[config.mk]
export PLATFORM = sky130hd
export DESIGN_NAME = protobuf_field_encoder
export DESIGN_NICKNAME = d
export VERILOG_FILES = /design/src/sv/pfe_pkg.sv /design/src/sv/pfe_front.sv /design/src/sv/pfe_queue.sv /design/src/sv/pfe_back.sv /design/src/sv/protobuf_field_encoder.sv
export SDC_FILE = /design/constraint.sdc
export NUM_CORES = 1
export LEC_CHECK = 0
export BUFFER_PORTS_ARGS = -buffer_cell sky130_fd_sc_hd__buf_4
export CAP_MARGIN = 20
export CORE_ASPECT_RATIO = 1.25
export CORE_UTILIZATION = 40
export CTS_CLUSTER_SIZE = 28
export DETAILED_ROUTE_END_ITERATION = 8
export PLACE_DENSITY = 0.6
export SLEW_MARGIN = 20
export SYNTH_ARGS = -nofsm -noshare
export SYNTH_HDL_FRONTEND = slang
export SYNTH_HIERARCHICAL = 1
export SYNTH_SLANG_ARGS = --single-unit
[constraint.sdc]
create_clock -name clock -period 7.23 [get_ports clock]
set_input_delay 1.0845 -clock clock [delete_from_list [all_inputs] [get_ports clock]]
set_output_delay 1.0845 -clock clock [all_outputs]
set_load 0.01 [all_outputs]
[src/sv/pfe_pkg.sv]
`timescale 1ns / 1ps
// ----------------------------------------------------------------------------
// pfe_pkg
// shared types and constants for the protobuf field encoder
// ----------------------------------------------------------------------------
package pfe_pkg;

   localparam int CNT_W   = 17;
   localparam int FIELD_W = 29;
   localparam int VALUE_W = 64;
   localparam int TAG_W   = FIELD_W + 3;

   typedef enum logic [1:0] {
      OP_START   = 2'd0,
      OP_VARINT  = 2'd1,
      OP_LENGTH  = 2'd2,
      OP_PAYLOAD = 2'd3
   } op_type;

   localparam logic [2:0] WT_VARINT = 3'd0;
   localparam logic [2:0] WT_LENGTH = 3'd2;

   localparam logic [16:0] CAP_RESET = 17'd65536;

   // one classified word waiting between front and back
   typedef struct packed {
      op_type               op;
      logic [TAG_W-1:0]     tag;
      logic [VALUE_W-1:0]   value;
      logic [7:0]           pbyte;
   } entry_type;

endpackage

[src/sv/pfe_front.sv]
`timescale 1ns / 1ps
// ----------------------------------------------------------------------------
// pfe_front
// classifies an incoming word and forms its wire tag
// ----------------------------------------------------------------------------
module pfe_front (
   input  logic [1:0]                    req_opcode,
   input  logic [pfe_pkg::FIELD_W-1:0]   req_field_number,
   input  logic [pfe_pkg::VALUE_W-1:0]   req_value,
   input  logic [7:0]                    req_payload_byte,
   output pfe_pkg::entry_type            entry
);
   import pfe_pkg::*;

   op_type     op;
   logic [2:0] wire_type;

   assign op = op_type'(req_opcode);

   always_comb begin
      unique case (op)
         OP_LENGTH: wire_type = WT_LENGTH;
         default:   wire_type = WT_VARINT;
      endcase
   end

   assign entry.op    = op;
   assign entry.tag   = {req_field_number, wire_type};
   assign entry.value = req_value;
   assign entry.pbyte = req_payload_byte;

endmodule

[src/sv/pfe_queue.sv]
`timescale 1ns / 1ps
// ----------------------------------------------------------------------------
// pfe_queue
// two-entry queue between front and back
// ----------------------------------------------------------------------------
module pfe_queue (
   input  logic                  clock,
   input  logic                  reset,
   input  logic                  push_valid,
   output logic                  push_ready,
   input  pfe_pkg::entry_type    push_data,
   output logic                  pop_valid,
   input  logic                  pop_ready,
   output pfe_pkg::entry_type    pop_data
);
   import pfe_pkg::*;

   entry_type  slot_ff [2];
   logic       wr_ptr_ff, wr_ptr_in;
   logic       rd_ptr_ff, rd_ptr_in;
   logic [1:0] count_ff,  count_in;
   logic       do_push, do_pop;

   assign push_ready = (count_ff != 2'd2);
   assign pop_valid  = (count_ff != 2'd0);
   assign pop_data   = slot_ff[rd_ptr_ff];
   assign do_push    = push_valid && push_ready;
   assign do_pop     = pop_valid && pop_ready;

   always_comb begin
      wr_ptr_in = do_push ? ~wr_ptr_ff : wr_ptr_ff;
      rd_ptr_in = do_pop  ? ~rd_ptr_ff : rd_ptr_ff;
      count_in  = count_ff + 2'(do_push) - 2'(do_pop);
   end

   always_ff @(posedge clock) begin
      if (reset) begin
         wr_ptr_ff <= 1'b0;
         rd_ptr_ff <= 1'b0;
         count_ff  <= 2'd0;
      end else begin
         wr_ptr_ff <= wr_ptr_in;
         rd_ptr_ff <= rd_ptr_in;
         count_ff  <= count_in;
      end
   end

   always_ff @(posedge clock) begin
      if (do_push) begin
         slot_ff[wr_ptr_ff] <= push_data;
      end
   end

endmodule

[src/sv/pfe_back.sv]
`timescale 1ns / 1ps
// ----------------------------------------------------------------------------
// pfe_back
// varint sequencer: one output byte per cycle unless rsp_ready stalls it, with capacity check
// ----------------------------------------------------------------------------
module pfe_back #(
   parameter int MAX_BUFFER_BYTES = 65536
) (
   input  logic                        clock,
   input  logic                        reset,
   input  logic [pfe_pkg::CNT_W-1:0]   capacity,
   input  logic                        head_valid,
   output logic                        head_ready,
   input  pfe_pkg::entry_type          head,
   output logic                        rsp_valid,
   input  logic                        rsp_ready,
   output logic [7:0]                  rsp_out_byte,
   output logic                        rsp_last_of_run,
   output logic                        rsp_overflow,
   output logic [pfe_pkg::CNT_W-1:0]   rsp_byte_count
);
   import pfe_pkg::*;

   typedef enum logic {ST_IDLE, ST_BUSY} state_type;

   state_type          state_ff;
   logic [VALUE_W-1:0] shreg_ff;
   logic [VALUE_W-1:0] value_ff;
   logic               phase_ff;     // 0 tag, 1 value
   logic               has_val_ff;
   logic [CNT_W-1:0]   count_ff;
   logic               failed_ff;
   logic               rsp_valid_ff;
   logic [7:0]         out_byte_ff;
   logic               last_ff;
   logic               ovf_ff;
   logic [CNT_W-1:0]   byte_count_ff;

   logic               busy, raw, more, full, slot_free, fire, head_start;
   logic               cur_phase, cur_has_val;
   logic [VALUE_W-1:0] work, cur_value;
   logic [7:0]         byte_val;
   logic [CNT_W-1:0]   count_inc;

   assign busy       = (state_ff == ST_BUSY);
   assign head_start = head_valid && (head.op == OP_START);
   assign raw        = !busy && (head.op == OP_PAYLOAD);
   assign work       = busy ? shreg_ff :
                       (raw ? VALUE_W'(head.pbyte) : VALUE_W'(head.tag));
   assign more       = !raw && (work[VALUE_W-1:7] != '0);
   assign byte_val   = raw ? head.pbyte : {more, work[6:0]};
   assign cur_phase   = busy ? phase_ff   : 1'b0;
   assign cur_has_val = busy ? has_val_ff : (head.op != OP_PAYLOAD);
   assign cur_value   = busy ? value_ff   : head.value;
   assign full       = (count_ff >= capacity) ||
                       (32'(count_ff) >= 32'(MAX_BUFFER_BYTES));
   assign count_inc  = count_ff + CNT_W'(1);
   assign slot_free  = !rsp_valid_ff || rsp_ready;
   assign fire       = slot_free && (busy || (head_valid && !head_start));
   assign head_ready = !busy && (head_start || slot_free);

   always_ff @(posedge clock) begin
      if (reset) begin
         state_ff     <= ST_IDLE;
         count_ff     <= '0;
         failed_ff    <= 1'b0;
         rsp_valid_ff <= 1'b0;
      end else begin
         if (fire) begin
            rsp_valid_ff <= 1'b1;
         end else if (rsp_ready) begin
            rsp_valid_ff <= 1'b0;
         end
         if (!busy && head_start) begin
            count_ff  <= '0;
            failed_ff <= 1'b0;
         end else if (fire) begin
            if (!busy) begin
               value_ff   <= head.value;
               has_val_ff <= cur_has_val;
            end
            priority if (!busy && failed_ff) begin
               out_byte_ff   <= '0;
               last_ff       <= 1'b1;
               ovf_ff        <= 1'b1;
               byte_count_ff <= count_ff;
            end else if (full) begin
               out_byte_ff   <= '0;
               last_ff       <= 1'b1;
               ovf_ff        <= 1'b1;
               byte_count_ff <= count_ff;
               failed_ff     <= 1'b1;
               state_ff      <= ST_IDLE;
            end else begin
               out_byte_ff   <= byte_val;
               ovf_ff        <= 1'b0;
               byte_count_ff <= count_inc;
               count_ff      <= count_inc;
               priority if (more) begin
                  shreg_ff <= work >> 7;
                  phase_ff <= cur_phase;
                  last_ff  <= 1'b0;
                  state_ff <= ST_BUSY;
               end else if (!cur_phase && cur_has_val) begin
                  shreg_ff <= cur_value;
                  phase_ff <= 1'b1;
                  last_ff  <= 1'b0;
                  state_ff <= ST_BUSY;
               end else begin
                  last_ff  <= 1'b1;
                  state_ff <= ST_IDLE;
               end
            end
         end
      end
   end

   assign rsp_valid       = rsp_valid_ff;
   assign rsp_out_byte    = out_byte_ff;
   assign rsp_last_of_run = last_ff;
   assign rsp_overflow    = ovf_ff;
   assign rsp_byte_count  = byte_count_ff;

endmodule

[src/sv/protobuf_field_encoder.sv]
`timescale 1ns / 1ps
// ----------------------------------------------------------------------------
// protobuf_field_encoder
// serializes protobuf wire-format fields into a bounded output buffer
// ----------------------------------------------------------------------------
//  channel  direction  handshake            payload
//  req_     in         req_valid/req_ready  opcode, field_number, value, byte
//  rsp_     out        rsp_valid/rsp_ready  out_byte, last, overflow, count
//  csr_     in         csr_valid/csr_ready  capacity (17 bits)
//
//  one output word per cycle from the back sequencer while rsp_ready is high;
//  a payload byte emits one word, a header one word per tag and value varint
//  byte (up to 15); a start word emits nothing
//  reset is synchronous; capacity returns to 65536, count and error clear
//  the two-entry queue lets req_ accept up to two words while rsp_ stalls
// ----------------------------------------------------------------------------
module protobuf_field_encoder #(
   parameter int MAX_BUFFER_BYTES = 65536
) (
   input  logic                        clock,
   input  logic                        reset,
   input  logic                        req_valid,
   output logic                        req_ready,
   input  logic [1:0]                  req_opcode,
   input  logic [pfe_pkg::FIELD_W-1:0] req_field_number,
   input  logic [pfe_pkg::VALUE_W-1:0] req_value,
   input  logic [7:0]                  req_payload_byte,
   output logic                        rsp_valid,
   input  logic                        rsp_ready,
   output logic [7:0]                  rsp_out_byte,
   output logic                        rsp_last_of_run,
   output logic                        rsp_overflow,
   output logic [pfe_pkg::CNT_W-1:0]   rsp_byte_count,
   input  logic                        csr_valid,
   output logic                        csr_ready,
   input  logic [pfe_pkg::CNT_W-1:0]   csr_data
);
   import pfe_pkg::*;

   logic [CNT_W-1:0] capacity_ff;
   entry_type        front_entry;
   entry_type        head;
   logic             head_valid, head_ready;

   // capacity register, always writable
   assign csr_ready = 1'b1;

   always_ff @(posedge clock) begin
      if (reset) begin
         capacity_ff <= CAP_RESET;
      end else if (csr_valid) begin
         capacity_ff <= csr_data;
      end
   end

   // front: classify and build the tag
   pfe_front u_front (
      .req_opcode       (req_opcode),
      .req_field_number (req_field_number),
      .req_value        (req_value),
      .req_payload_byte (req_payload_byte),
      .entry            (front_entry)
   );

   // queue decouples intake from the byte sequencer
   pfe_queue u_queue (
      .clock      (clock),
      .reset      (reset),
      .push_valid (req_valid),
      .push_ready (req_ready),
      .push_data  (front_entry),
      .pop_valid  (head_valid),
      .pop_ready  (head_ready),
      .pop_data   (head)
   );

   // back: varint bytes, capacity check, sticky error
   pfe_back #(
      .MAX_BUFFER_BYTES (MAX_BUFFER_BYTES)
   ) u_back (
      .clock           (clock),
      .reset           (reset),
      .capacity        (capacity_ff),
      .head_valid      (head_valid),
      .head_ready      (head_ready),
      .head            (head),
      .rsp_valid       (rsp_valid),
      .rsp_ready       (rsp_ready),
      .rsp_out_byte    (rsp_out_byte),
      .rsp_last_of_run (rsp_last_of_run),
      .rsp_overflow    (rsp_overflow),
      .rsp_byte_count  (rsp_byte_count)
   );

endmodule

======== Yosys cells after proc, flatten, opt, wreduce, memory -nomap -nowiden ========
Memories as Yosys holds them, arrays and structs flattened. A register that Yosys moved wholly into a read port is not among the register bits.
Index checks and enable logic that the tools add are counted.
word-level totals
  memories ................................ 1
  bits in registers ....................... 198
  output and inout port bits .............. 30
  bits in writable memories ............... 210
  input bits .............................. 125
memory list
  memory           words  bits a word  read ports  clocked after memory_dff  write ports  line             RTL
  u_queue.slot_ff  2      105          1           1                         1            pfe_queue.sv:18  entry_type slot_ff [2];
operators by class
  reduce and logical (&&, ||, !) cells .... 32
  $lt $le $gt $ge ......................... 2
  eq/ne operators ......................... 4
  multiplexer cells ....................... 25
  add/sub/neg operators ................... 3
  bitwise operators ....................... 7
operator list
  kind                                                        count
  two-way mux 64 bit                                          3
  two-way mux 57 bit                                          1
  nonzero test 57 bit                                         1
  two-way mux 17 bit                                          2
  two-way mux 32 bit                                          1
  adder 17 x 1 -> 17 bit (second input constant)              1
  greater-or-equal comparator 17 bit                          1
  greater-or-equal comparator 17 bit (second input constant)  1
  two-way mux 1 bit                                           16
  logical AND 1 bit                                           11
  AND reduction 3 bit                                         3
  two-way mux 8 bit                                           1
  inverter 1 bit                                              7
  AND reduction 6 bit                                         1
  nonzero test 2 bit                                          3
  zero test 1 bit                                             5
  equality test 2 bit (second input constant)                 2
  logical OR 1 bit                                            4
  inequality test 2 bit (second input constant)               2
  AND reduction 4 bit                                         1
  OR reduction 2 bit                                          2
  adder 2 x 1 -> 2 bit                                        1
  zero test 2 bit                                             1
  two-way mux 2 bit                                           1
  subtractor 2 x 1 -> 2 bit                                   1

======== Longest topological paths before layout ========
Gate-level depths: netlist (run 1).
  depth in word-level cells ............... 8
  mapped depth ............................ 15

======== Cells and area by module ========
Netlist (run 1), hierarchy kept.
modules (own cells, without submodules)
  module                  area each (µm²)  seq. area each (µm²)  cells each  times used
  pfe_back                8831.0           5114.9                712         1
  pfe_queue               8035.2           6466.2                354         1
  pfe_front               805.8            0.0                   107         1
  protobuf_field_encoder  628.1            340.3                 57          1

======== Worst setup path after synthesis (run 1) ========
OpenSTA, ideal clock, no wires.
  kind .................................... input to register
  start ................................... input port req_valid
  end ..................................... memory u_queue/slot_ff[0][0] (netlist name) (enable)
  path buffers ............................ 0
  arrival ................................. 5.581 ns
  cell stages on the path ................. 2
  required time ........................... 6.658 ns
  setup slack ............................. 1.078 ns
  cells stage by stage .................... nand2_1 -> nor2_1
between the ends
  cells in the longest elaborated chain, start to end .. 3
RTL lines
  element                                  line                          RTL
  start: declaration                       protobuf_field_encoder.sv:22  input logic req_valid,
  logical AND 1 bit                        pfe_queue.sv:27               assign do_push = push_valid && push_ready;
  two-way mux 1 bit                        pfe_queue.sv:49               if (do_push) begin
  two-way mux 1 bit (implied by the code)  pfe_queue.sv:50               slot_ff[wr_ptr_ff] <= push_data;
  end: declaration                         pfe_queue.sv:18
Every way passes these cells.

==> results of run 1 <==
## Yosys cell counts (14+ instances only)
cell / number / area (um2)
edfxtp_1: 369 / 11080
mux2_2: 132 / 1486
buf_4: 108 / 810.8
nand2_1: 48 / 180.2
nor2_1: 43 / 161.4
dfxtp_1: 42 / 840.8
a21oi_1: 40 / 200.2
mux2_4: 40 / 600.6
mux2i_1: 37 / 370.4
a22o_1: 32 / 280.3
nand2b_1: 26 / 162.7
nand3_1: 24 / 120.1
clkbuf_1: 23 / 86.33
inv_1: 23 / 86.33
o211ai_1: 23 / 172.7
buf_2: 21 / 105.1
ha_1: 20 / 250.2
nor4_1: 17 / 106.4
or4_1: 15 / 112.6
o31ai_1: 14 / 105.1
## registers in the layout, summed over array words and instances, names as in the netlist, 2 cells and up, named ones only
| name | flops |
|---|---|
| capacity_ff | 17 |
| u_back/count_ff | 17 |
| u_back/rsp_byte_count | 17 |
| u_back/rsp_out_byte | 8 |
| u_back/shreg_ff | 64 |
| u_back/value_ff | 64 |
| u_queue/count_ff | 2 |
| u_queue/slot_ff | 212 |
## power breakdown
group | total (mW) | leakage (nW) | switching [mW] | internal [mW]
Combinational | 1.98 | 2.84 | 1.08 | 0.898
Clock | 2.09 | 0.640 | 0.874 | 1.22
Sequential | 3.50 | 3.78 | 0.249 | 3.25
## cells by family after synthesis
logic type	after synthesis	share of synthesized area [%]
mux	209	13.43
xor+xnor	18	0.8615
fa+ha+maj	20	1.367
compound gates	146	5.579
simple gates	236	6.988
flops	411	65.14
other cells	2	0.04104
buf+inv	188	6.591
## metal layers
metal | vias up | track usage (%) | wire length [um]
met4 | 0 | 6.279 | 935
li1 | 4631 | - | -
met1 | 4847 | 20.96 | 16180
met3 | 62 | 2.432 | 1780
met2 | 261 | 27.50 | 18580
met5 | - | 0 | 0
## layout make-up
type	instances	area, um2	share of cell area (%)
clock inverters	17	126.4	0.6155
clock buffers	60	1192	5.808
inverters	23	87.58	0.4266
well taps	578	723.2	3.522
repair buffers	166	1259	6.131
flip-flops and latches	411	11930	58.10
multi-input cells	632	5214	25.39
## critical path, delay by kind of cell (launching register included)
kind                   cells  cell delay (ps)
flip-flops                 1              800
AO/OA/AOI/OAI              4             1240
buffers and inverters      2              980
AND/OR/NAND/NOR            2              580
multiplexers               1              360
## worst max-delay path by stage
stage / cells past startpoint / slack, ps / startpoint / endpoint
after floorplan: 2 / 1080 / req_valid / u_queue/slot_ff[0][0]
after global placement: 9 / 2830 / flop / u_back/shreg_ff[59]
after detailed placement: 9 / 2780 / flop / u_back/shreg_ff[59]
after CTS: 9 / 2740 / flop / u_back/shreg_ff[59]
after global routing: 9 / 2750 / flop / u_back/shreg_ff[53]
final: 9 / 3050 / flop / u_back/shreg_ff[59]
## through the flow
stage / utilization [%] / instance area, um2 / setup WS (ps) / cells
finish: 45.45 / 20530 / 3048 / 1887
detailed placement: 42.46 / 19180 / 2780 / 1809
floorplan: - / 18300 / 1078 / 1231
CTS: 45.38 / 20500 / 2739 / 1886
global route: 45.45 / 20530 / 2751 / 1887
global placement: 42.46 / 19180 / 2834 / 1809
==> report_table.html, run 1 <==
<table>
<tr><th>Metric</th><th>Value</th></tr>
<tr><th colspan="2">Worst setup path</th></tr>
<tr><td>Required time of the critical path</td><td>7640 ps</td></tr>
<tr><td>Critical path data arrival time</td><td>4590 ps</td></tr>
<tr><td>Worst Reg-to-Reg Cells</td><td>9</td></tr>
<tr><td>Crit-path max cell delay</td><td>800 ps</td></tr>
<tr><td>Critical Path Fanout Max</td><td>42</td></tr>
<tr><td>Reg2Reg Capture Point</td><td>u_back/shreg_ff[59]</td></tr>
<tr><td>Library cell contributing the largest single delay on the critical path</td><td>dfxtp_4</td></tr>
<tr><td>Reg2reg setup slack</td><td>3050 ps</td></tr>
<tr><td>Kind of end point of the critical path</td><td>flop</td></tr>
<tr><td>Dominant cell type by count on the critical path</td><td>buf_4</td></tr>
<tr><td>Type of element launching the critical path</td><td>flop</td></tr>
<tr><td>Critical Setup Path Class</td><td>flop to flop</td></tr>
<tr><td>Sequence of cells on the critical path</td><td>buf_4 -&gt; mux2_4 -&gt; or3_1 -&gt; a21o_1 -&gt; a22oi_1 -&gt; o2111ai_4 -&gt; o21ai_2 -&gt; buf_4 -&gt; and2_1</td></tr>
<tr><th colspan="2">Clock tree</th></tr>
<tr><td>Clock tree sinks</td><td>411</td></tr>
<tr><td>Post-cts resize count</td><td>0</td></tr>
<tr><td>Clock tree from TritonCTS</td><td>done</td></tr>
<tr><td>Clock Tree Root</td><td>clkbuf_16</td></tr>
<tr><td>Max H-tree Level</td><td>2</td></tr>
<tr><td>Num CTS Buffers</td><td>42</td></tr>
<tr><td>Clock slew at reported path FFs</td><td>60 ps</td></tr>
<tr><td>Source-to-sink clock delay at the later pin of the worst-skew pair</td><td>560 ps</td></tr>
<tr><td>Maximum buffer depth of the clock tree</td><td>3</td></tr>
<tr><td>Setup Fix Bufs, Post-CTS</td><td>0</td></tr>
<tr><td>Cts-stage hold buffer count</td><td>0</td></tr>
<tr><th colspan="2">Yosys</th></tr>
<tr><td>Post-Synthesis Cell Area</td><td>18,300 um2</td></tr>
<tr><td>Synth Instances</td><td>1,230</td></tr>
<tr><td>FFs w/ async S/R, synth</td><td>0%</td></tr>
<tr><td>Avg Inst Size Synth</td><td>14.88 um2</td></tr>
<tr><td>Number of synthesized flops with an enable pin</td><td>369</td></tr>
<tr><td>Synth Warn #</td><td>6</td></tr>
<tr><td>Flip-flop and latch count after synthesis</td><td>411</td></tr>
<tr><td>Most used DFF post-synth</td><td>edfxtp_1</td></tr>
<tr><td>Distinct cells, synth</td><td>60</td></tr>
<tr><td>Sequential cell area fraction in the yosys report</td><td>65.14%</td></tr>
<tr><th colspan="2">Cells and area</th></tr>
<tr><td>Share of post-route cells with drive strength above 1</td><td>31.40%</td></tr>
<tr><td>Most frequent cells in the layout</td><td>edfxtp_1 (369), buf_4 (165), mux2_2 (132), nand2_1 (48), clkbuf_16 (45)</td></tr>
<tr><td>Final-stage net count</td><td>1,421</td></tr>
<tr><td>Leading cell type in the layout, fill and taps excluded</td><td>edfxtp_1</td></tr>
<tr><td>Filler instances</td><td>3,966</td></tr>
<tr><td>Antenna cells</td><td>0</td></tr>
<tr><td>Signed area change from the synthesized netlist to the final layout</td><td>12.19%</td></tr>
<tr><th colspan="2">Placed design</th></tr>
<tr><td>Routability cong.</td><td>0.8104</td></tr>
<tr><td>Detailed-placement wirelength estimate</td><td>24,630 um</td></tr>
<tr><td>Port-buffer cells</td><td>153</td></tr>
<tr><th colspan="2">Route</th></tr>
<tr><td>Post-route antenna net violation count</td><td>0</td></tr>
<tr><td>Vias per inst</td><td>5.194</td></tr>
<tr><td>Final Routed Wirelength</td><td>37,480 um</td></tr>
<tr><td>DR vias</td><td>9,801</td></tr>
<tr><td>Routed wirelength normalized by instance count</td><td>19.86 um</td></tr>
<tr><td>DRT iter0 DRCs</td><td>681</td></tr>
<tr><td>Pre-antenna DRT Iters</td><td>7</td></tr>
<tr><td>Remaining design rule violation count</td><td>12</td></tr>
<tr><th colspan="2">Floorplan</th></tr>
<tr><td>Die Footprint</td><td>46,610 um2</td></tr>
<tr><td>Core Area</td><td>45,170 um2</td></tr>
<tr><td>Number of top-level design ports</td><td>155</td></tr>
<tr><td>Die Span X</td><td>193.3 um</td></tr>
<tr><td>Starting Density</td><td>40.51%</td></tr>
<tr><td>Die H</td><td>241.1 um</td></tr>
<tr><td>Number of placement rows</td><td>87</td></tr>
<tr><th colspan="2">Pwr</th></tr>
<tr><td>Static leakage</td><td>7.265 nW</td></tr>
<tr><td>Pwr dens</td><td>368.8 nW/um2</td></tr>
<tr><td>Final Power</td><td>7.573 mW</td></tr>
<tr><td>Peak ir drop on the vdd network</td><td>0.1950 mV</td></tr>
<tr><th colspan="2">Timing</th></tr>
<tr><td>Setup Total Neg Slack</td><td>0 ps</td></tr>
<tr><td>RSZ-0062 raised after global routing</td><td>false</td></tr>
<tr><td>Clock period minus final worst setup slack</td><td>4182 ps</td></tr>
<tr><td>Worst hold-check slack</td><td>497.0 ps</td></tr>
<tr><td>Setup-failing EPs final</td><td>0</td></tr>
<tr><td>Final Cycle Share</td><td>57.84%</td></tr>
<tr><td>Count of pins over their slew limit</td><td>0</td></tr>
<tr><td>Worst slew slack as a fraction of its limit</td><td>27.54%</td></tr>
<tr><td>Pin slew with the least headroom to its limit</td><td>1087 ps</td></tr>
<tr><td>Final Skew</td><td>25.98 ps</td></tr>
<tr><td>Maximum achievable frequency</td><td>0.2391 GHz</td></tr>
<tr><td>Hold violation count in the final report</td><td>0</td></tr>
<tr><th colspan="2">GRT</th></tr>
<tr><td>Global-route wire length before repair</td><td>57,930 um</td></tr>
<tr><td>Pin count of the biggest net entering global routing</td><td>76</td></tr>
<tr><td>Initial antenna violation count</td><td>0</td></tr>
<tr><td>Number of global-route vias before repair</td><td>10,064</td></tr>
<tr><td>Remaining Overflow, GRT</td><td>0</td></tr>
<tr><td>Total global routing track utilization</td><td>16.19%</td></tr>
<tr><th colspan="2">Min path</th></tr>
<tr><td>Class of the tightest hold or removal check</td><td>flop to flop</td></tr>
<tr><td>Hold Path End</td><td>capacity_ff[15]</td></tr>
<tr><td>Number of stages on the worst hold path</td><td>2</td></tr>
<tr><td>Hold_sp</td><td>capacity_ff[15]</td></tr>
<tr><th colspan="2">Job</th></tr>
<tr><td>Number of maximum-capacitance violations</td><td>0</td></tr>
<tr><th colspan="2">Run status</th></tr>
<tr><td>Outcome</td><td>finished, violations left</td></tr>
<tr><td>Violated checks</td><td>DRC</td></tr>
</table>
No activity file was read; power rests on OpenSTA's default activity.
==> run 2, diff against run 1 <==
Settings changed: ABC_AREA from default to 1.
Clock period 7.23 ns to 3.9 ns, I/O delays scaled along.
==> report_table.html, run 2 <==
<table>
<tr><th>Metric</th><th>Value</th></tr>
<tr><th colspan="2">Yosys</th></tr>
<tr><td>Number of synthesized flops with an enable pin</td><td>369 (unchanged)</td></tr>
<tr><td>Sequential cell area fraction in the yosys report</td><td>64.55% (was 65.14%)</td></tr>
<tr><td>Area leader, netlist</td><td>edfxtp_1 (unchanged)</td></tr>
<tr><td>Synth Warn #</td><td>6 (unchanged)</td></tr>
<tr><td>Synth Instances</td><td>1,628 (was 1,230)</td></tr>
<tr><td>Flip-flop and latch count after synthesis</td><td>411 (unchanged)</td></tr>
<tr><td>Post-Synthesis Cell Area</td><td>18,470 um2 (was 18,300 um2)</td></tr>
<tr><td>Distinct cells, synth</td><td>35 (was 60)</td></tr>
<tr><td>Fraction of post-synthesis cell area in the top cell type by area</td><td>60.00% (was 60.55%)</td></tr>
<tr><td>Dominant cells by area after synthesis</td><td>edfxtp_1 (60%), nand2_1 (11%), dfxtp_1 (4.6%), buf_4 (4.3%), mux2_2 (4.0%) (was edfxtp_1 (61%), mux2_2 (8.1%), dfxtp_1 (4.6%), buf_4 (4.4%), mux2_4 (3.3%))</td></tr>
<tr><td>FFs w/ async S/R, synth</td><td>0% (unchanged)</td></tr>
<tr><td>Post-synth top cells</td><td>nand2_1 (536), edfxtp_1 (369), inv_1 (120) (was edfxtp_1 (369), mux2_2 (132), buf_4 (108))</td></tr>
<tr><td>Avg Inst Size Synth</td><td>11.34 um2 (was 14.88 um2)</td></tr>
<tr><td>Most common cell in the netlist</td><td>nand2_1 (was edfxtp_1)</td></tr>
<tr><td>Most used DFF post-synth</td><td>edfxtp_1 (unchanged)</td></tr>
<tr><th colspan="2">Worst setup path</th></tr>
<tr><td>Required time of the critical path</td><td>4120 ps (was 7640 ps)</td></tr>
<tr><td>Critical Path Fanout Max</td><td>65 (was 42)</td></tr>
<tr><td>Library cell contributing the largest single delay on the critical path</td><td>a21oi_2 (was dfxtp_4)</td></tr>
<tr><td>Crit-path max cell delay</td><td>740 ps (was 800 ps)</td></tr>
<tr><td>Sequence of cells on the critical path</td><td>mux2_2 -&gt; o21ai_2 -&gt; a21oi_2 -&gt; inv_2 -&gt; nor2_4 -&gt; nand3_1 -&gt; clkinvlp_4 -&gt; buf_12 (was buf_4 -&gt; mux2_4 -&gt; or3_1 -&gt; a21o_1 -&gt; a22oi_1 -&gt; o2111ai_4 -&gt; o21ai_2 -&gt; buf_4 -&gt; and2_1)</td></tr>
<tr><td>Type of element launching the critical path</td><td>flop (unchanged)</td></tr>
<tr><td>Kind of end point of the critical path</td><td>flop (unchanged)</td></tr>
<tr><td>Critical Setup Path Class</td><td>flop to flop (unchanged)</td></tr>
<tr><td>Critical path data arrival time</td><td>3210 ps (was 4590 ps)</td></tr>
<tr><th colspan="2">Cells and area</th></tr>
<tr><td>Final Core Density</td><td>45.99% (was 45.45%)</td></tr>
<tr><td>Most frequent cells in the layout</td><td>nand2_1 (536), edfxtp_1 (369), buf_4 (165), inv_1 (117), nor2_1 (90) (was edfxtp_1 (369), buf_4 (165), mux2_2 (132), nand2_1 (48), clkbuf_16 (45))</td></tr>
<tr><td>Combined area of the multi-input logic cells</td><td>4952 um2 (was 5214 um2)</td></tr>
<tr><td>Non-filler instance count after layout</td><td>2,296 (was 1,887)</td></tr>
<tr><td>Share of post-route cells with drive strength above 1</td><td>21.49% (was 31.40%)</td></tr>
<tr><td>Reg area</td><td>11,930 um2 (unchanged)</td></tr>
<tr><td>Layout Cell Area excl Fill</td><td>20,820 um2 (was 20,530 um2)</td></tr>
<tr><td>Final-stage net count</td><td>1,829 (was 1,421)</td></tr>
<tr><td>Flip-flop count of the largest register after layout</td><td>212 (unchanged)</td></tr>
<tr><td>Signed area change from the synthesized netlist to the final layout</td><td>12.75% (was 12.19%)</td></tr>
<tr><td>Register ranked first by flip-flop count</td><td>u_queue/slot_ff (unchanged)</td></tr>
<tr><td>Leading cell type in the layout, fill and taps excluded</td><td>nand2_1 (was edfxtp_1)</td></tr>
<tr><td>Filler instances</td><td>4,152 (was 3,966)</td></tr>
<tr><td>Regs by FF count</td><td>u_queue/slot_ff: 212 flops, u_back/shreg_ff: 64 flops, u_back/value_ff: 64 flops (unchanged)</td></tr>
<tr><th colspan="2">Timing</th></tr>
<tr><td>Clock period minus final worst setup slack</td><td>2989 ps (was 4182 ps)</td></tr>
<tr><td>Post-layout worst setup margin</td><td>911.0 ps (was 3048 ps)</td></tr>
<tr><td>Worst slew slack as a fraction of its limit</td><td>33.96% (was 27.54%)</td></tr>
<tr><td>Count of pins over their slew limit</td><td>0 (unchanged)</td></tr>
<tr><td>Setup-failing EPs final</td><td>0 (unchanged)</td></tr>
<tr><td>Pin slew with the least headroom to its limit</td><td>990.6 ps (was 1087 ps)</td></tr>
<tr><td>Hold violation count in the final report</td><td>0 (unchanged)</td></tr>
<tr><td>RSZ-0062 raised after global routing</td><td>false (unchanged)</td></tr>
<tr><td>Final Cycle Share</td><td>76.64% (was 57.84%)</td></tr>
<tr><td>Final Skew</td><td>16.63 ps (was 25.98 ps)</td></tr>
<tr><td>Maximum achievable frequency</td><td>0.3346 GHz (was 0.2391 GHz)</td></tr>
<tr><th colspan="2">Floorplan</th></tr>
<tr><td>Die H</td><td>242.2 um (was 241.1 um)</td></tr>
<tr><td>Starting Density</td><td>40.79% (was 40.51%)</td></tr>
<tr><td>Die Span X</td><td>194.2 um (was 193.3 um)</td></tr>
<tr><td>Number of top-level design ports</td><td>155 (unchanged)</td></tr>
<tr><td>Number of placement rows</td><td>87 (unchanged)</td></tr>
<tr><td>Core Area</td><td>45,280 um2 (was 45,170 um2)</td></tr>
<tr><td>Die Footprint</td><td>47,040 um2 (was 46,610 um2)</td></tr>
<tr><th colspan="2">Placed design</th></tr>
<tr><td>Port-buffer cells</td><td>153 (unchanged)</td></tr>
<tr><td>Worst-case setup slack after placement</td><td>894.9 ps (was 2780 ps)</td></tr>
<tr><td>Dpl cells</td><td>2,216 (was 1,809)</td></tr>
<tr><td>Routability cong.</td><td>0.9028 (was 0.8104)</td></tr>
<tr><td>Detailed-placement wirelength estimate</td><td>26,510 um (was 24,630 um)</td></tr>
<tr><td>Total placed instance area</td><td>19,430 um2 (was 19,180 um2)</td></tr>
<tr><th colspan="2">Pwr</th></tr>
<tr><td>Final Power</td><td>15.24 mW (was 7.573 mW)</td></tr>
<tr><td>Sw Ratio</td><td>32.23% (was 29.10%)</td></tr>
<tr><td>Power share of the combinational group</td><td>29.3% (was 26.1%)</td></tr>
<tr><td>Pint</td><td>10.33 mW (was 5.369 mW)</td></tr>
<tr><td>Part of the total power dissipated in the clock network</td><td>26.6% (was 27.6%)</td></tr>
<tr><td>Pwr dens</td><td>731.8 nW/um2 (was 368.8 nW/um2)</td></tr>
<tr><td>Static leakage</td><td>8.508 nW (was 7.265 nW)</td></tr>
<tr><td>Portion of total power attributed to sequential cells</td><td>44.1% (was 46.3%)</td></tr>
<tr><td>Peak ir drop on the vdd network</td><td>0.3805 mV (was 0.1950 mV)</td></tr>
<tr><td>Switching pwr</td><td>4.912 mW (was 2.203 mW)</td></tr>
<tr><th colspan="2">Clock tree</th></tr>
<tr><td>Post-cts resize count</td><td>0 (unchanged)</td></tr>
<tr><td>Cts-stage hold buffer count</td><td>0 (unchanged)</td></tr>
<tr><td>Maximum buffer depth of the clock tree</td><td>3 (unchanged)</td></tr>
<tr><td>Max H-tree Level</td><td>2 (unchanged)</td></tr>
<tr><td>Clock tree sinks</td><td>411 (unchanged)</td></tr>
<tr><td>Source-to-sink clock delay at the later pin of the worst-skew pair</td><td>570 ps (was 560 ps)</td></tr>
<tr><td>Clock Tree Root</td><td>clkbuf_16 (unchanged)</td></tr>
<tr><td>Setup Fix Bufs, Post-CTS</td><td>0 (unchanged)</td></tr>
<tr><td>Num CTS Buffers</td><td>44 (was 42)</td></tr>
<tr><td>Clock slew at reported path FFs</td><td>60 ps (about the same)</td></tr>
<tr><td>Clock tree from TritonCTS</td><td>done (unchanged)</td></tr>
<tr><th colspan="2">Route</th></tr>
<tr><td>Routed wl met2</td><td>20,710 um (was 18,580 um)</td></tr>
<tr><td>Routed wirelength normalized by instance count</td><td>16.96 um (was 19.86 um)</td></tr>
<tr><td>Total length of routed met3 wires</td><td>1723 um (was 1780 um)</td></tr>
<tr><td>Remaining design rule violation count</td><td>0 (was 12)</td></tr>
<tr><td>Top Metal Used</td><td>met4 (unchanged)</td></tr>
<tr><td>Vias per inst</td><td>4.749 (was 5.194)</td></tr>
<tr><td>Post-route met1 wirelength</td><td>15,440 um (was 16,180 um)</td></tr>
<tr><td>Pre-antenna DRT Iters</td><td>5 (was 7)</td></tr>
<tr><td>Final Routed Wirelength</td><td>38,950 um (was 37,480 um)</td></tr>
<tr><td>Post-route antenna net violation count</td><td>0 (unchanged)</td></tr>
<tr><td>DR vias</td><td>10,904 (was 9,801)</td></tr>
<tr><td>DRT iter0 DRCs</td><td>690 (was 681)</td></tr>
<tr><th colspan="2">Job</th></tr>
<tr><td>Number of maximum-capacitance violations</td><td>0 (unchanged)</td></tr>
<tr><th colspan="2">GRT</th></tr>
<tr><td>Initial antenna violation count</td><td>1 (was 0)</td></tr>
<tr><td>Number of global-route vias before repair</td><td>11,068 (was 10,064)</td></tr>
<tr><td>Remaining Overflow, GRT</td><td>0 (unchanged)</td></tr>
<tr><td>Total global routing track utilization</td><td>16.64% (was 16.19%)</td></tr>
<tr><td>Pin count of the biggest net entering global routing</td><td>136 (was 76)</td></tr>
<tr><td>Global-route wire length before repair</td><td>60,350 um (was 57,930 um)</td></tr>
<tr><th colspan="2">Min path</th></tr>
<tr><td>Class of the tightest hold or removal check</td><td>primary input to flop (was flop to flop)</td></tr>
<tr><th colspan="2">Run status</th></tr>
<tr><td>Outcome</td><td>finished, final reports clean (was finished, violations left)</td></tr>
</table>
run 2: changes by cell type after synthesis, sizes merged, moves of 16 or more:
cell,before,now
nor2,43,98
inv,23,127
nor4,17,0
mux2i,37,0
o21ai,15,40
nand2,48,540
or4,16,0
a22o,32,0
o211ai,23,0
nand2b,26,0
mux2,172,106
run 2: through the flow:
| step | TNS, ps | hold slack, ps |
|---|---|---|
| after floorplan | -18440 | 428.2 |
| after global placement | 0 | 452.6 |
| after detailed placement | 0 | 453.7 |
| after CTS | 0 | 160.3 |
| after global routing | 0 | 163.4 |
| final | 0 | 200.8 |
run 2: power by group through the flow:
stage / clock, mW / combinational [mW] / sequential [mW]
floorplan: 0 / 3.30 / 6.72
global placement: 0 / 4.49 / 6.79
detailed placement: 0 / 4.55 / 6.82
CTS: 4.16 / 4.56 / 6.73
global route: 4.32 / 5.01 / 6.81
finish: 4.05 / 4.47 / 6.72
run 2: area by class of cell:
type	count	area share, %
Inverter	127	2.343
Timing Repair Buffer	170	6.429
Antenna cell	1	0.01202
Multi-Input combinational cell	930	23.78
Clock buffer	57	5.624
Tap cell	578	3.473
Sequential cell	411	57.29
Clock inverter	22	1.051
run 2: metal layers:
metal  vias up  track usage (%)
met1      5155            19.02
met2       231            30.62
met4         0            5.812
met5         -                0
li1       5449                -
met3        69            3.341
run 2: cell families (layout without fill, tap and decap cells):
family	after synthesis	count (layout)	share of synthesized area (%)
adders and majority gates	20	20	1.355
DFF	411	411	64.55
other	2	4	0.04066
and+or+nand+nor	717	717	15.52
xor gates and xnor gates	3	3	0.1423
muxes	106	106	7.276
AOI/OAI and AO/OA	81	81	2.337
buffers and inverters	288	376	8.780
run 2: worst paths after layout:
path,from,to,slack (ps),cells after the start
worst min register to register,capacity_ff[16],capacity_ff[16],460,2
worst max register to register,flop,u_back/shreg_ff[15],910,8
worst min-delay path,req_value[16],u_queue/slot_ff[0][24],200,1
worst max-delay path,flop,u_back/shreg_ff[15],910,8
run 2: critical path: cells and delay by family (launching register included):
| kind | cells | cell delay [ps] |
|---|---|---|
| compound gates | 2 | 810 |
| buf+inv | 3 | 750 |
| simple gates | 2 | 370 |
| flops | 1 | 360 |
| mux | 1 | 260 |
==> run 3, diff against run 2 <==
Settings changed: ABC_AREA 1 to 0.
Clock period 3.9 ns to 3 ns, I/O delays scaled along.
==> report_table.html, run 3 (synthesis gave the netlist of run 1 again) <==
<table>
<tr><th>Metric</th><th>Value</th></tr>
<tr><th colspan="2">Timing</th></tr>
<tr><td>Setup-failing EPs final</td><td>0 (unchanged)</td></tr>
<tr><td>Pin slew with the least headroom to its limit</td><td>892.0 ps (was 990.6 ps)</td></tr>
<tr><td>Final Skew</td><td>18.33 ps (was 16.63 ps)</td></tr>
<tr><td>Clock period minus final worst setup slack</td><td>2837 ps (was 2989 ps)</td></tr>
<tr><td>Hold violation count in the final report</td><td>0 (unchanged)</td></tr>
<tr><td>Maximum achievable frequency</td><td>0.3525 GHz (was 0.3346 GHz)</td></tr>
<tr><td>Setup Total Neg Slack</td><td>0 ps (unchanged)</td></tr>
<tr><td>Count of pins over their slew limit</td><td>0 (unchanged)</td></tr>
<tr><td>RSZ-0062 raised after global routing</td><td>false (unchanged)</td></tr>
<tr><td>Final Cycle Share</td><td>94.56% (was 76.64%)</td></tr>
<tr><td>Post-layout worst setup margin</td><td>163.2 ps (was 911.0 ps)</td></tr>
<tr><td>Worst slew slack as a fraction of its limit</td><td>40.54% (was 33.96%)</td></tr>
<tr><th colspan="2">Worst setup path</th></tr>
<tr><td>Reg2reg setup slack</td><td>160 ps (was 910 ps)</td></tr>
<tr><td>Sequence of cells on the critical path</td><td>buf_12 -&gt; mux2_2 -&gt; and3b_1 -&gt; a31oi_1 -&gt; a22oi_1 -&gt; a41oi_1 -&gt; nand3_1 -&gt; nor2_4 -&gt; buf_12 (was mux2_2 -&gt; o21ai_2 -&gt; a21oi_2 -&gt; inv_2 -&gt; nor2_4 -&gt; nand3_1 -&gt; clkinvlp_4 -&gt; buf_12)</td></tr>
<tr><td>Dominant cell type by count on the critical path</td><td>buf_12</td></tr>
<tr><td>Type of element launching the critical path</td><td>flop (unchanged)</td></tr>
<tr><td>Reg2Reg Capture Point</td><td>u_back/shreg_ff[12] (was u_back/shreg_ff[15])</td></tr>
<tr><td>Critical path data arrival time</td><td>3080 ps (was 3210 ps)</td></tr>
<tr><td>Largest delay share family, worst path</td><td>simple AND/OR/NAND/NOR gates (was compound AO/OA/AOI/OAI gates)</td></tr>
<tr><td>Total buffers and inverters traversed by the critical path</td><td>2 (was 3)</td></tr>
<tr><td>Critical Path Fanout Max</td><td>24 (was 65)</td></tr>
<tr><td>Kind of end point of the critical path</td><td>flop (unchanged)</td></tr>
<tr><td>Worst Reg-to-Reg Cells</td><td>9 (was 8)</td></tr>
<tr><td>Crit-path max cell delay</td><td>450 ps (was 740 ps)</td></tr>
<tr><td>Critical Setup Path Class</td><td>flop to flop (unchanged)</td></tr>
<tr><td>Library cell contributing the largest single delay on the critical path</td><td>mux2_2 (was a21oi_2)</td></tr>
<tr><td>Required time of the critical path</td><td>3240 ps (was 4120 ps)</td></tr>
<tr><th colspan="2">Placed design</th></tr>
<tr><td>Routability cong.</td><td>0.8250 (was 0.9028)</td></tr>
<tr><td>Port-buffer cells</td><td>153 (unchanged)</td></tr>
<tr><td>Worst-case setup slack after placement</td><td>206.5 ps (was 894.9 ps)</td></tr>
<tr><td>Detailed-placement wirelength estimate</td><td>25,830 um (was 26,510 um)</td></tr>
<tr><th colspan="2">Clock tree</th></tr>
<tr><td>Setup Fix Bufs, Post-CTS</td><td>0 (unchanged)</td></tr>
<tr><td>Clock tree from TritonCTS</td><td>done (unchanged)</td></tr>
<tr><td>Max H-tree Level</td><td>2 (unchanged)</td></tr>
<tr><td>Cts-stage hold buffer count</td><td>0 (unchanged)</td></tr>
<tr><td>Clock Tree Root</td><td>clkbuf_16 (unchanged)</td></tr>
<tr><td>Source-to-sink clock delay at the later pin of the worst-skew pair</td><td>550 ps (was 570 ps)</td></tr>
<tr><td>Clock tree sinks</td><td>411 (unchanged)</td></tr>
<tr><td>Num CTS Buffers</td><td>43 (was 44)</td></tr>
<tr><td>Post-cts resize count</td><td>0 (unchanged)</td></tr>
<tr><td>Clock slew at reported path FFs</td><td>60 ps (about the same)</td></tr>
<tr><td>Maximum buffer depth of the clock tree</td><td>3 (unchanged)</td></tr>
<tr><th colspan="2">Cells and area</th></tr>
<tr><td>Leading cell type in the layout, fill and taps excluded</td><td>edfxtp_1 (was nand2_1)</td></tr>
<tr><td>Share of post-route cells with drive strength above 1</td><td>33.21% (was 21.49%)</td></tr>
<tr><td>Reg area</td><td>11,930 um2 (unchanged)</td></tr>
<tr><td>Regs by FF count</td><td>u_queue/slot_ff: 212 flops, u_back/shreg_ff: 64 flops, u_back/value_ff: 64 flops (unchanged)</td></tr>
<tr><td>Flip-flop count of the largest register after layout</td><td>212 (unchanged)</td></tr>
<tr><td>Combined area of the multi-input logic cells</td><td>5223 um2 (was 4952 um2)</td></tr>
<tr><td>Register ranked first by flip-flop count</td><td>u_queue/slot_ff (unchanged)</td></tr>
<tr><td>Final-stage net count</td><td>1,447 (was 1,829)</td></tr>
<tr><td>Antenna cells</td><td>0 (was 1)</td></tr>
<tr><td>Signed area change from the synthesized netlist to the final layout</td><td>14.21% (was 12.75%)</td></tr>
<tr><td>Most frequent cells in the layout</td><td>edfxtp_1 (369), buf_4 (179), mux2_2 (132), nand2_1 (48), clkbuf_16 (44) (was nand2_1 (536), edfxtp_1 (369), buf_4 (165), inv_1 (117), nor2_1 (90))</td></tr>
<tr><td>Filler instances</td><td>3,981 (was 4,152)</td></tr>
<tr><th colspan="2">Min path</th></tr>
<tr><td>Number of stages on the worst hold path</td><td>1 (unchanged)</td></tr>
<tr><td>Hold Path End</td><td>u_queue/slot_ff[1][4] (was u_queue/slot_ff[0][24])</td></tr>
<tr><td>Class of the tightest hold or removal check</td><td>primary input to flop (unchanged)</td></tr>
<tr><td>Hold_sp</td><td>req_payload_byte[4] (was req_value[16])</td></tr>
<tr><th colspan="2">Floorplan</th></tr>
<tr><td>Core Area</td><td>45,170 um2 (was 45,280 um2)</td></tr>
<tr><td>Starting Density</td><td>40.51% (was 40.79%)</td></tr>
<tr><td>Die H</td><td>241.1 um (was 242.2 um)</td></tr>
<tr><td>Die Span X</td><td>193.3 um (was 194.2 um)</td></tr>
<tr><td>Number of top-level design ports</td><td>155 (unchanged)</td></tr>
<tr><td>Number of placement rows</td><td>87 (unchanged)</td></tr>
<tr><td>Die Footprint</td><td>46,610 um2 (was 47,040 um2)</td></tr>
<tr><th colspan="2">Route</th></tr>
<tr><td>Routed wirelength normalized by instance count</td><td>19.79 um (was 16.96 um)</td></tr>
<tr><td>Remaining design rule violation count</td><td>13 (was 0)</td></tr>
<tr><td>Vias per inst</td><td>5.189 (was 4.749)</td></tr>
<tr><td>Post-route antenna net violation count</td><td>0 (unchanged)</td></tr>
<tr><td>DR vias</td><td>9,922 (was 10,904)</td></tr>
<tr><td>Final Routed Wirelength</td><td>37,830 um (was 38,950 um)</td></tr>
<tr><td>DRT iter0 DRCs</td><td>703 (was 690)</td></tr>
<tr><td>Pre-antenna DRT Iters</td><td>7 (was 5)</td></tr>
<tr><th colspan="2">Job</th></tr>
<tr><td>Number of maximum-capacitance violations</td><td>0 (unchanged)</td></tr>
<tr><th colspan="2">GRT</th></tr>
<tr><td>Remaining Overflow, GRT</td><td>0 (unchanged)</td></tr>
<tr><td>Total global routing track utilization</td><td>16.23% (was 16.64%)</td></tr>
<tr><td>Initial antenna violation count</td><td>0 (was 1)</td></tr>
<tr><td>Pin count of the biggest net entering global routing</td><td>76 (was 136)</td></tr>
<tr><td>Global-route wire length before repair</td><td>58,400 um (was 60,350 um)</td></tr>
<tr><td>Number of global-route vias before repair</td><td>10,204 (was 11,068)</td></tr>
<tr><th colspan="2">Pwr</th></tr>
<tr><td>Peak ir drop on the vdd network</td><td>0.4774 mV (was 0.3805 mV)</td></tr>
<tr><td>Pwr dens</td><td>891.6 nW/um2 (was 731.8 nW/um2)</td></tr>
<tr><td>Final Power</td><td>18.63 mW (was 15.24 mW)</td></tr>
<tr><td>Static leakage</td><td>7.437 nW (was 8.508 nW)</td></tr>
<tr><th colspan="2">Run status</th></tr>
<tr><td>Outcome</td><td>finished, violations left (was finished, final reports clean)</td></tr>
<tr><td>Violated checks</td><td>DRC</td></tr>
</table>
-- run 3: cell types whose count changed in the layout (fill, tap and decap cells not counted), sizes merged, moves of 17 or more --
cell and delta:
nand2 -492, inv -104, mux2 +66, nor2 -55, mux2i +37, a22o +32, nand2b +26, o21ai -25
o211ai +23, buf +21, nor4 +17
-- run 3: area by class of cell --
class / instances / share of cell area (%)
sequential: 411 / 57.08
multi-input combinational: 632 / 24.99
timing repair buffer: 191 / 7.579
clock buffer: 53 / 5.430
tap: 578 / 3.460
clock inverter: 24 / 1.036
inverter: 23 / 0.4310
-- run 3: power by group --
part	switching (mW)	total, mW	leakage, nW	internal [mW]
Combinational	2.85	5.26	3.00	2.41
Clock	2.17	5.13	0.651	2.96
Sequential	0.413	8.24	3.78	7.83
Total	5.44	18.6	7.44	13.2
-- run 3: how the worst max path moves through the flow --
| stage | slack, ps | start | end | cells after the start |
|---|---|---|---|---|
| after floorplan | -320 | flop | u_back/phase_ff | 11 |
| after global placement | 240 | flop | u_back/shreg_ff[14] | 9 |
| after detailed placement | 210 | flop | u_back/shreg_ff[14] | 9 |
| after CTS | 160 | flop | u_back/shreg_ff[12] | 9 |
| after global routing | 9 | flop | u_back/shreg_ff[21] | 9 |
| final | 160 | flop | u_back/shreg_ff[12] | 9 |
-- run 3: through the flow --
step	hold WS, ps	utilization (%)	area, um2	cells
after global routing	63.69	46.27	20900	1912
after detailed placement	467.9	43.27	19550	1835
after global placement	454.9	43.27	19550	1835
final	84.82	46.27	20900	1912
after floorplan	439.8	-	18360	1231
after CTS	58.87	46.27	20900	1912
-- run 3: layer usage --
metal | global-route usage, % | vias to the layer above | part of all wire, %
li1 | - | 4700 | -
met1 | 20.72 | 4929 | 43
met2 | 28.17 | 232 | 50
met3 | 2.418 | 61 | 4.5
met4 | 5.818 | 0 | 2.8
met5 | 0 | - | 0
